### src/rtl/core/mamt_pkg.sv
// Package for the multi-alarm match table: operation and status codes,
// payload structs, controller state type and controller/datapath links.
// No dependencies.
package mamt_pkg;

    localparam int DEF_ALARM_SLOTS = 5;
    localparam int MASK_W          = 5;
    localparam int COUNT_OUT_W     = 3;

    localparam logic [4:0] MAX_HOUR   = 5'd23;
    localparam logic [5:0] MAX_MINUTE = 6'd59;

    typedef enum logic [1:0] {
        OP_ADD    = 2'd0,
        OP_REMOVE = 2'd1,
        OP_CHECK  = 2'd2,
        OP_NONE   = 2'd3
    } op_e;

    typedef enum logic [2:0] {
        ST_OK       = 3'd0,
        ST_FULL     = 3'd1,
        ST_BAD_TIME = 3'd2,
        ST_EMPTY    = 3'd3,
        ST_BAD_SLOT = 3'd4
    } status_e;

    typedef struct packed {
        logic [1:0] operation;
        logic [4:0] hour;
        logic [5:0] minute;
        logic [2:0] slot;
    } in_t;

    typedef struct packed {
        logic [2:0] status;
        logic [4:0] fired_mask;
        logic [2:0] entry_count;
    } out_t;

    typedef enum logic [1:0] {
        S_IDLE   = 2'd0,
        S_DECODE = 2'd1,
        S_COMMIT = 2'd2,
        S_RESP   = 2'd3
    } ctrl_state_e;

    // Controller to datapath
    typedef struct packed {
        logic load;
        logic decode;
        logic commit;
    } mamt_cmd_t;

    // Datapath to controller
    typedef struct packed {
        logic commit_needed;
    } mamt_stat_t;

endpackage

### src/rtl/core/mamt_ctrl.sv
// Controller for the multi-alarm match table: sequences load, decode,
// commit and response. Depends on mamt_pkg.
module mamt_ctrl
    import mamt_pkg::*;
(
    input  logic       clk,
    input  logic       rst_n,
    input  logic       in_valid,
    output logic       in_ready,
    output logic       out_valid,
    input  logic       out_ready,
    input  mamt_stat_t stat,
    output mamt_cmd_t  cmd
);

    ctrl_state_e state_reg;
    ctrl_state_e state_next;

    // State register
    always_ff @(posedge clk or negedge rst_n)
    begin
        if (!rst_n)
        begin
            state_reg <= S_IDLE;
        end
        else
        begin
            state_reg <= state_next;
        end
    end

    // Next state and commands
    always_comb
    begin
        state_next = state_reg;
        cmd        = '0;
        in_ready   = 1'b0;
        out_valid  = 1'b0;
        case (state_reg)
            S_IDLE:
            begin
                in_ready = 1'b1;
                if (in_valid)
                begin
                    cmd.load   = 1'b1;
                    state_next = S_DECODE;
                end
            end
            S_DECODE:
            begin
                cmd.decode = 1'b1;
                state_next = stat.commit_needed ? S_COMMIT : S_RESP;
            end
            S_COMMIT:
            begin
                cmd.commit = 1'b1;
                state_next = S_RESP;
            end
            S_RESP:
            begin
                out_valid = 1'b1;
                if (out_ready)
                begin
                    state_next = S_IDLE;
                end
            end
            default:
            begin
                state_next = S_IDLE;
            end
        endcase
    end

endmodule

### src/rtl/core/mamt_dpath.sv
// Datapath for the multi-alarm match table: alarm entries, fired flags,
// entry count, validity checks and the result register. Depends on mamt_pkg.
module mamt_dpath
    import mamt_pkg::*;
#(
    parameter int ALARM_SLOTS = DEF_ALARM_SLOTS
)
(
    input  logic       clk,
    input  logic       rst_n,
    input  in_t        in_data,
    input  mamt_cmd_t  cmd,
    output mamt_stat_t stat,
    output out_t       out_data
);

    localparam int CNT_W = $clog2(ALARM_SLOTS + 1);
    localparam int CMP_W = (CNT_W > 3) ? CNT_W : 3;

    in_t                    item_reg;
    status_e                status_reg;
    status_e                status_next;
    logic [MASK_W-1:0]      mask_reg;
    logic [MASK_W-1:0]      mask_next;
    logic [CNT_W-1:0]       count_reg;
    logic [CNT_W-1:0]       count_next;
    logic [ALARM_SLOTS-1:0] fired_reg;
    logic [ALARM_SLOTS-1:0] fired_next;
    logic [ALARM_SLOTS-1:0] fire_vec;
    logic [4:0]             hour_reg   [ALARM_SLOTS];
    logic [5:0]             minute_reg [ALARM_SLOTS];

    logic             full;
    logic             time_ok;
    logic [CMP_W-1:0] slot_ext;
    logic [CMP_W-1:0] count_ext;
    op_e              op;

    assign op        = op_e'(item_reg.operation);
    assign full      = (count_reg == CNT_W'(ALARM_SLOTS));
    assign time_ok   = (item_reg.hour <= MAX_HOUR) && (item_reg.minute <= MAX_MINUTE);
    assign slot_ext  = CMP_W'(item_reg.slot);
    assign count_ext = CMP_W'(count_reg);

    // Classify the held transaction
    always_comb
    begin
        status_next        = ST_OK;
        stat.commit_needed = 1'b0;
        case (op)
            OP_ADD:
            begin
                if (full)
                begin
                    status_next = ST_FULL;
                end
                else if (!time_ok)
                begin
                    status_next = ST_BAD_TIME;
                end
                else
                begin
                    stat.commit_needed = 1'b1;
                end
            end
            OP_REMOVE:
            begin
                if (count_reg == '0)
                begin
                    status_next = ST_EMPTY;
                end
                else if ((slot_ext == '0) || (slot_ext > count_ext))
                begin
                    status_next = ST_BAD_SLOT;
                end
                else
                begin
                    stat.commit_needed = 1'b1;
                end
            end
            OP_CHECK:
            begin
                stat.commit_needed = 1'b1;
            end
            default:
            begin
                status_next = ST_OK;
            end
        endcase
    end

    // Next fired flags and count; check matches entries in use to the time
    always_comb
    begin
        fired_next = fired_reg;
        fire_vec   = '0;
        count_next = count_reg;
        case (op)
            OP_ADD:
            begin
                for (int i = 0; i < ALARM_SLOTS; i++)
                begin
                    if (count_reg == CNT_W'(i))
                    begin
                        fired_next[i] = 1'b0;
                    end
                end
                count_next = count_reg + CNT_W'(1);
            end
            OP_REMOVE:
            begin
                for (int i = 0; i < ALARM_SLOTS - 1; i++)
                begin
                    if ((CMP_W'(i + 1) >= slot_ext) && (CNT_W'(i + 1) < count_reg))
                    begin
                        fired_next[i] = fired_reg[i + 1];
                    end
                end
                count_next = count_reg - CNT_W'(1);
            end
            OP_CHECK:
            begin
                for (int i = 0; i < ALARM_SLOTS; i++)
                begin
                    if (CNT_W'(i) < count_reg)
                    begin
                        if ((hour_reg[i] == item_reg.hour) &&
                            (minute_reg[i] == item_reg.minute))
                        begin
                            fire_vec[i]   = !fired_reg[i];
                            fired_next[i] = 1'b1;
                        end
                        else
                        begin
                            fired_next[i] = 1'b0;
                        end
                    end
                end
            end
            default:
            begin
                count_next = count_reg;
            end
        endcase
    end

    assign mask_next = MASK_W'(fire_vec);

    // Hold the transaction, the result and the entry times
    always_ff @(posedge clk)
    begin
        if (cmd.load)
        begin
            item_reg <= in_data;
        end
        if (cmd.decode)
        begin
            status_reg <= status_next;
            mask_reg   <= '0;
        end
        if (cmd.commit)
        begin
            if (op == OP_CHECK)
            begin
                mask_reg <= mask_next;
            end
            for (int i = 0; i < ALARM_SLOTS; i++)
            begin
                if ((op == OP_ADD) && (count_reg == CNT_W'(i)))
                begin
                    hour_reg[i]   <= item_reg.hour;
                    minute_reg[i] <= item_reg.minute;
                end
            end
            for (int i = 0; i < ALARM_SLOTS - 1; i++)
            begin
                if ((op == OP_REMOVE) && (CMP_W'(i + 1) >= slot_ext) &&
                    (CNT_W'(i + 1) < count_reg))
                begin
                    hour_reg[i]   <= hour_reg[i + 1];
                    minute_reg[i] <= minute_reg[i + 1];
                end
            end
        end
    end

    // Advance the count and fired flags
    always_ff @(posedge clk or negedge rst_n)
    begin
        if (!rst_n)
        begin
            count_reg <= '0;
            fired_reg <= '0;
        end
        else if (cmd.commit)
        begin
            count_reg <= count_next;
            fired_reg <= fired_next;
        end
    end

    assign out_data.status      = status_reg;
    assign out_data.fired_mask  = mask_reg;
    assign out_data.entry_count = COUNT_OUT_W'(count_reg);

endmodule

### src/rtl/core/multi_alarm_match_table.sv
// Multi-alarm match table, top level. Each transaction is loaded,
// decoded, committed (accepted add and remove, and every check; rejected
// and idle transactions skip the commit) and then offered as a response
// until out_ready. One transaction is in flight at a time, so a new one
// is accepted only after the last response is taken. Reset clears the
// count and fired flags; entry times hold whatever was last written.
module multi_alarm_match_table
    import mamt_pkg::*;
#(
    parameter int ALARM_SLOTS = DEF_ALARM_SLOTS
)
(
    input  logic clk,
    input  logic rst_n,
    input  logic in_valid,
    output logic in_ready,
    input  in_t  in_data,
    output logic out_valid,
    input  logic out_ready,
    output out_t out_data
);

    mamt_cmd_t  cmd;
    mamt_stat_t stat;

    // Sequence each transaction
    mamt_ctrl u_ctrl (
        .clk       (clk),
        .rst_n     (rst_n),
        .in_valid  (in_valid),
        .in_ready  (in_ready),
        .out_valid (out_valid),
        .out_ready (out_ready),
        .stat      (stat),
        .cmd       (cmd)
    );

    // Hold the table and compute the result
    mamt_dpath #(
        .ALARM_SLOTS (ALARM_SLOTS)
    ) u_dpath (
        .clk      (clk),
        .rst_n    (rst_n),
        .in_data  (in_data),
        .cmd      (cmd),
        .stat     (stat),
        .out_data (out_data)
    );

endmodule

### config.mk
export PLATFORM = sky130hd
export DESIGN_NAME = multi_alarm_match_table
export DESIGN_NICKNAME = d
export VERILOG_FILES = /design/src/rtl/core/mamt_pkg.sv /design/src/rtl/core/mamt_ctrl.sv /design/src/rtl/core/mamt_dpath.sv /design/src/rtl/core/multi_alarm_match_table.sv
export SDC_FILE = /design/constraint.sdc
export NUM_CORES = 1
export LEC_CHECK = 0
export BUFFER_PORTS_ARGS = -buffer_cell sky130_fd_sc_hd__clkbuf_2
export CAP_MARGIN = 0
export CORE_MARGIN = 4
export CORE_UTILIZATION = 52
export DETAILED_ROUTE_END_ITERATION = 8
export MAX_ROUTING_LAYER = met4
export PLACE_DENSITY = 0.73
export REMOVE_ABC_BUFFERS = 1
export SLEW_MARGIN = 40
export SYNTH_ARGS = -nofsm -noshare
export SYNTH_HDL_FRONTEND = slang
export SYNTH_SLANG_ARGS = --single-unit
### constraint.sdc
create_clock -name clk -period 2.4 [get_ports clk]
set_input_delay 0 -clock clk [delete_from_list [all_inputs] [get_ports clk]]
set_output_delay 0 -clock clk [all_outputs]
set_load 0.01 [all_outputs]
Word-level counts from Yosys, hierarchy flattened
Memory sizes are Yosys's and may differ from the RTL's.
Cells that the tools add are included.

operators by class
  $add $sub $neg = 2
  magnitude comparators = 12
  equality and inequality tests = 36
  muxes and demuxes = 96
  bitwise gates (word level) = 8
  reductions and logical operators = 45

operators with widths
  cell                                                                                 count
  1-bit 2-to-1 mux                                                                     69
  5-bit 2-to-1 mux                                                                     8
  6-bit equality test                                                                  5
  6-bit 2-to-1 mux                                                                     5
  5-bit equality test                                                                  5
  1-bit logical AND                                                                    23
  5-bit AND reduction                                                                  4
  2-bit inequality test (second input constant)                                        9
  3-bit 2-to-1 mux                                                                     5
  2-bit by 1-bit inequality test with 1-bit output (second input constant)             7
  3-bit one-hot mux with 2 select lines                                                2
  4-bit one-hot mux with 3 select lines                                                1
  1-bit OR                                                                             8
  2-bit one-hot mux with 4 select lines                                                1
  2-bit equality test (second input constant)                                          3
  3-bit by 2-bit equality test with 1-bit output (second input constant)               2
  3-bit equality test (second input constant)                                          2
  2-bit by 3-bit greater-or-equal comparator with 1-bit output (first input constant)  2
  6-bit <= comparator (second input constant)                                          1
  3-bit logical NOT                                                                    2
  1-bit by 3-bit less-than comparator with 1-bit output (first input constant)         2
  2-bit by 3-bit less-than comparator with 1-bit output (first input constant)         2
  2-bit 2-to-1 mux                                                                     3
  6-bit OR reduction                                                                   1
  other kinds (19)                                                                     27

word-level totals
  bits in registers = 34
  bits in writable memories = 55
  bits of input ports = 20
  output and inout port bits = 13
  logic and storage cells = 214
  memories kept = 2

memories
  name                depth  bits a word  read ports  clocked after memory_dff  write ports  line              text
  u_dpath.minute_reg  5      6            5           0                         4            mamt_dpath.sv:31  logic [5:0] minute_reg [ALARM_SLOTS];
  u_dpath.hour_reg    5      5            5           0                         4            mamt_dpath.sv:30  logic [4:0] hour_reg [ALARM_SLOTS];

Logic depth before layout (Yosys ltp)
  depth after elaboration = 8
  depth in mapped cells = 8
  depth with buffers taken out = 7

By module
From an unflattened synthesis, not the netlist that was laid out.

second synthesis, totals
  cell total of the unflattened synthesis = 366
  area total of the unflattened synthesis = 4,759.6 µm²

by module, submodules not included
  module      instances  cells an instance  area each (µm²)  seq. area each (µm²)
  mamt_dpath  1          349                4,580.6          2,522.4
  mamt_ctrl   1          17                 178.9            50.0

Worst setup path after synthesis
Ideal clock, no wire load.

  kind = register -> register
  start point = reg u_ctrl.state_reg[0]
  end point = mem u_dpath.hour_reg[3][0] (netlist: u_dpath.hour_reg[0][15]), enable pin
  setup time = 397 ps
  data arrival time = 2,070 ps
  data required time = 2,003 ps
  path slack = -67 ps
  cell stages (with the launch flop) = 7
  buffers on the path = 2
  period minus slack after synthesis = 2,467 ps
  path through = dfrtp_1 -> inv_1 -> ha_1 -> buf_2 -> clkbuf_1 -> nand2_1 -> o31ai_1

RTL lines
  item                      line              text
  start: declaration        mamt_ctrl.sv:16   ctrl_state_e state_reg;
  start signal: assignment  mamt_ctrl.sv:28   state_reg <= state_next;
  end: declaration          mamt_dpath.sv:30

Worst setup path after layout
  start point = reg u_dpath.count_reg[1] (netlist: u_dpath.count_ext[1])
  end point = reg u_ctrl.state_reg[0]

on the way
  word-level cells in the longest chain between the ends = 7
  elaborated cells on any way between the ends = 10
  those cells by class = 1 x order compare; 1 x eq/ne; 6 x mux; 2 x reduce/logical

ends and longest elaborated chain
  item                                       line               text
  start: declaration                         mamt_dpath.sv:25   logic [CNT_W-1:0] count_reg;
  start signal: assignment                   mamt_dpath.sv:197  count_reg <= count_next;
  3-bit > comparator                         mamt_dpath.sv:72   else if ((slot_ext == '0) || (slot_ext > count_ext))
  1-bit logical OR                           mamt_dpath.sv:72
  1-bit 2-to-1 mux                           mamt_dpath.sv:72
  1-bit 2-to-1 mux                           mamt_dpath.sv:68   if (count_reg == '0)
  1-bit one-hot mux with 3 select lines (*)  mamt_dpath.sv:50   case (op)
  1-bit 2-to-1 mux (*)                       mamt_ctrl.sv:52    state_next = stat.commit_needed ? S_COMMIT : S_RESP;
  2-bit one-hot mux with 4 select lines (*)  mamt_ctrl.sv:39    case (state_reg)

Every way passes the cells marked *; elsewhere a longest branch is shown, timed or not.
A chain may end at the register's enable or synchronous reset.

==> flow_metrics.tcl <==
set metrics [dict create \
    rsz0062_at_grt "no" \
    ys_warn_count 0 \
    path_class "register to register" \
    slowest_delay_ns 0.49 \
    drt-initial-drc-count 214 \
    synth.area.top_cells "edfxtp_1 47%, mux2_2 11%, xnor2_1 9.5%" \
    rows 34 \
    first_pass_iters 5 \
    cts_inserted_buffers 9 \
    drive_gt1_frac 0.258 \
    syn_inst 373 \
    cts_tree "built" \
    fin_crit_sh 0.904 \
    wl_met1_mm 4.26 \
    root_buffer "clkbuf_8" \
    avgSynthCellArea_um2 12.6 \
    start_util 0.535 \
    clkTransAtPathRegs_ns 0.09 \
    areaGrowthSynthToFinish_pct 12.9 \
    dp_hpwl_mm 6.61 \
    drc 0 \
    fin_cells 535 \
    skew_ns 0.0112 \
    route.met2.wl_mm 4.32 \
    die_h_um 103 \
    via_count 2954 \
    cp_max_fo 7 \
    num_antenna_cells 0 \
    grt_pass1_vias 3043 \
    rr_worst_depth 7 \
    yosysTopAreaCell "edfxtp_1" \
    die_area_mm2 0.0106 \
    coreArea_mm2 0.00876 \
    grt_remaining_overflow 0 \
    period_needed_ns 2.17 \
    worstSetupStartpointType "register" \
    ant_nets 0 \
    finalCoreUtilization 0.604 \
    top_layer_used "met4" \
    synth_edf_count 74 \
    reg2reg_from "u_dpath.count_ext[1]" \
    async_flop_share 0.112 \
    reg2reg_slack_ns 0.23 \
    max_slew_margin 0.566 \
    final_nets 458 \
    grt_max_degree 17 \
    status "finished clean" \
    met3_length_um 537 \
    synth_seq_cells 89 \
    hold_path.class "input pin to async pin" \
    track_usage 0.194 \
    cp_cell_sequence "inv_1 > ha_1 > nand3_1 > o21ai_0 > o32a_1 > a311o_1 > a222oi_1" \
    fin_ws_ns 0.230 \
    finalSetupTns_ns 0 \
    cts_sinks 89 \
    power_density_mw_per_mm2 838 \
    holdWs_ns 0.0493 \
    dp.cells 502 \
    tightest_slew_ns 0.651 \
    critPathSlowestCell "dfrtp_1" \
    yosysTopAreaCellShare 0.474 \
    dp_slack_ns 0.145 \
    p_leak_nw 1.90 \
    setup_viol 0 \
    cap_violations 0 \
    syn-cell-area_mm2 0.00469 \
    ir_worst_vdd_uv 494 \
    required_ns 2.64 \
    insertion_delay_ns 0.36 \
    largest_reg_flops 30 \
    hold_violations 0 \
    vias_per_cell 5.52 \
    synthFlopType "edfxtp_1" \
    synth.distinct_cells 44 \
    drt_wl_total_mm 9.29 \
    max_freq_mhz 461 \
    htree_num_levels 3 \
    cp-end-kind "register" \
    worstPathArrival_ns 2.41 \
    gp_congestion 0.896 \
    final_max_slew_viol_count 0 \
    seq_area_frac_synth 0.549 \
    cts_setup_buffers 0 \
    io_buffers 32 \
    grt_pass1_wl_mm 15.2 \
    fp.dieW_um 103 \
    io_pins 33 \
    antenna_found_initial 0 \
    critPathLaunch "u_dpath.count_ext[1]" \
    ctsLongestPathBuffers 2 \
    rr_endpoint "u_ctrl.state_reg[0]" \
    wl_per_cell_um 17.4 \
]
==> where the power goes <==
group          internal (W)  total (W)  switching [W]  leakage [nW]
combinational      0.000589    0.00130       0.000714         0.972
sequential          0.00191    0.00217       0.000269         0.841
clock              0.000389   0.000955       0.000566        0.0839
==> cell usage in the layout, fill, tap and decap left out, types with 11 or more instances in the layout <==
master	instances
buf_4	11
clkbuf_2	32
dlygate4sd3_1	17
edfxtp_1	74
ha_1	16
inv_1	18
mux2_2	45
nand2_1	24
nand4_1	18
o21ai_0	21
xnor2_1	51
==> worst max-delay path: cells and delay by family (launching register included) <==
| kind | cells | cell delay, ns |
|---|---|---|
| compound gates | 4 | 0.97 |
| simple gates | 1 | 0.09 |
| buf+inv | 1 | 0.16 |
| fa+ha+maj | 1 | 0.34 |
| flops | 1 | 0.49 |
==> Yosys cell counts (all sizes together) (4+ instances only) <==
cell type and count:
a21oi 5, a22o 4, buf 19, dfrtp 10, dfxtp 5, edfxtp 74
ha 16, inv 20, mux2 45, nand2 24, nand3 6, nand4 18
nor2 11, nor3 6, o21ai 21, xnor2 51, xor2 6
==> cell type report <==
class | instances | area, um2
Tap cell | 108 | 135
Inverter | 20 | 75.1
Clock buffer | 10 | 128
Sequential cell | 89 | 2570
Clock inverter | 6 | 50.0
Timing Repair Buffer | 60 | 413
Fill cell | 702 | 3470
Multi-Input combinational cell | 242 | 1920
==> worst max-delay path by stage <==
stage	end	slack (ns)	depth (start not counted)
after floorplan	u_dpath.hour_reg[0][15]	0.04	4
after global placement	u_ctrl.state_reg[0]	0.24	7
after detailed placement	u_ctrl.state_reg[0]	0.14	7
after CTS	u_ctrl.state_reg[0]	0.12	7
after global routing	u_ctrl.state_reg[0]	0.08	7
final	u_ctrl.state_reg[0]	0.23	7
==> logic make-up after synthesis <==
group,Yosys count,share of synthesized area
adders and majority gates,16,0.0427
muxes,48,0.115
DFF,89,0.549
buffers and inverters,42,0.0422
and+or+nand+nor,76,0.0833
AOI/OAI and AO/OA,45,0.0619
xor gates and xnor gates,57,0.107
==> layer usage <==
layer	GRT usage	vias to the layer above
li1	-	1440
met1	0.269	1411
met2	0.284	87
met3	0.0426	16
met4	0.0627	0
met5	-	-
==> repair_timing <==
action,CTS,global route
hold buffers,17,0
endpoints found under the setup margin,0,1
resized for setup,0,1
endpoints found under the hold margin,26,0
==> through the flow <==
step                      power [W]  cell area (um2)
final                       0.00443             5290
after global routing        0.00469             5290
after CTS                   0.00443             5290
after detailed placement    0.00346             4940
after global placement      0.00342             4940
after floorplan             0.00302             4560
(Power assumes the default switching activity.)
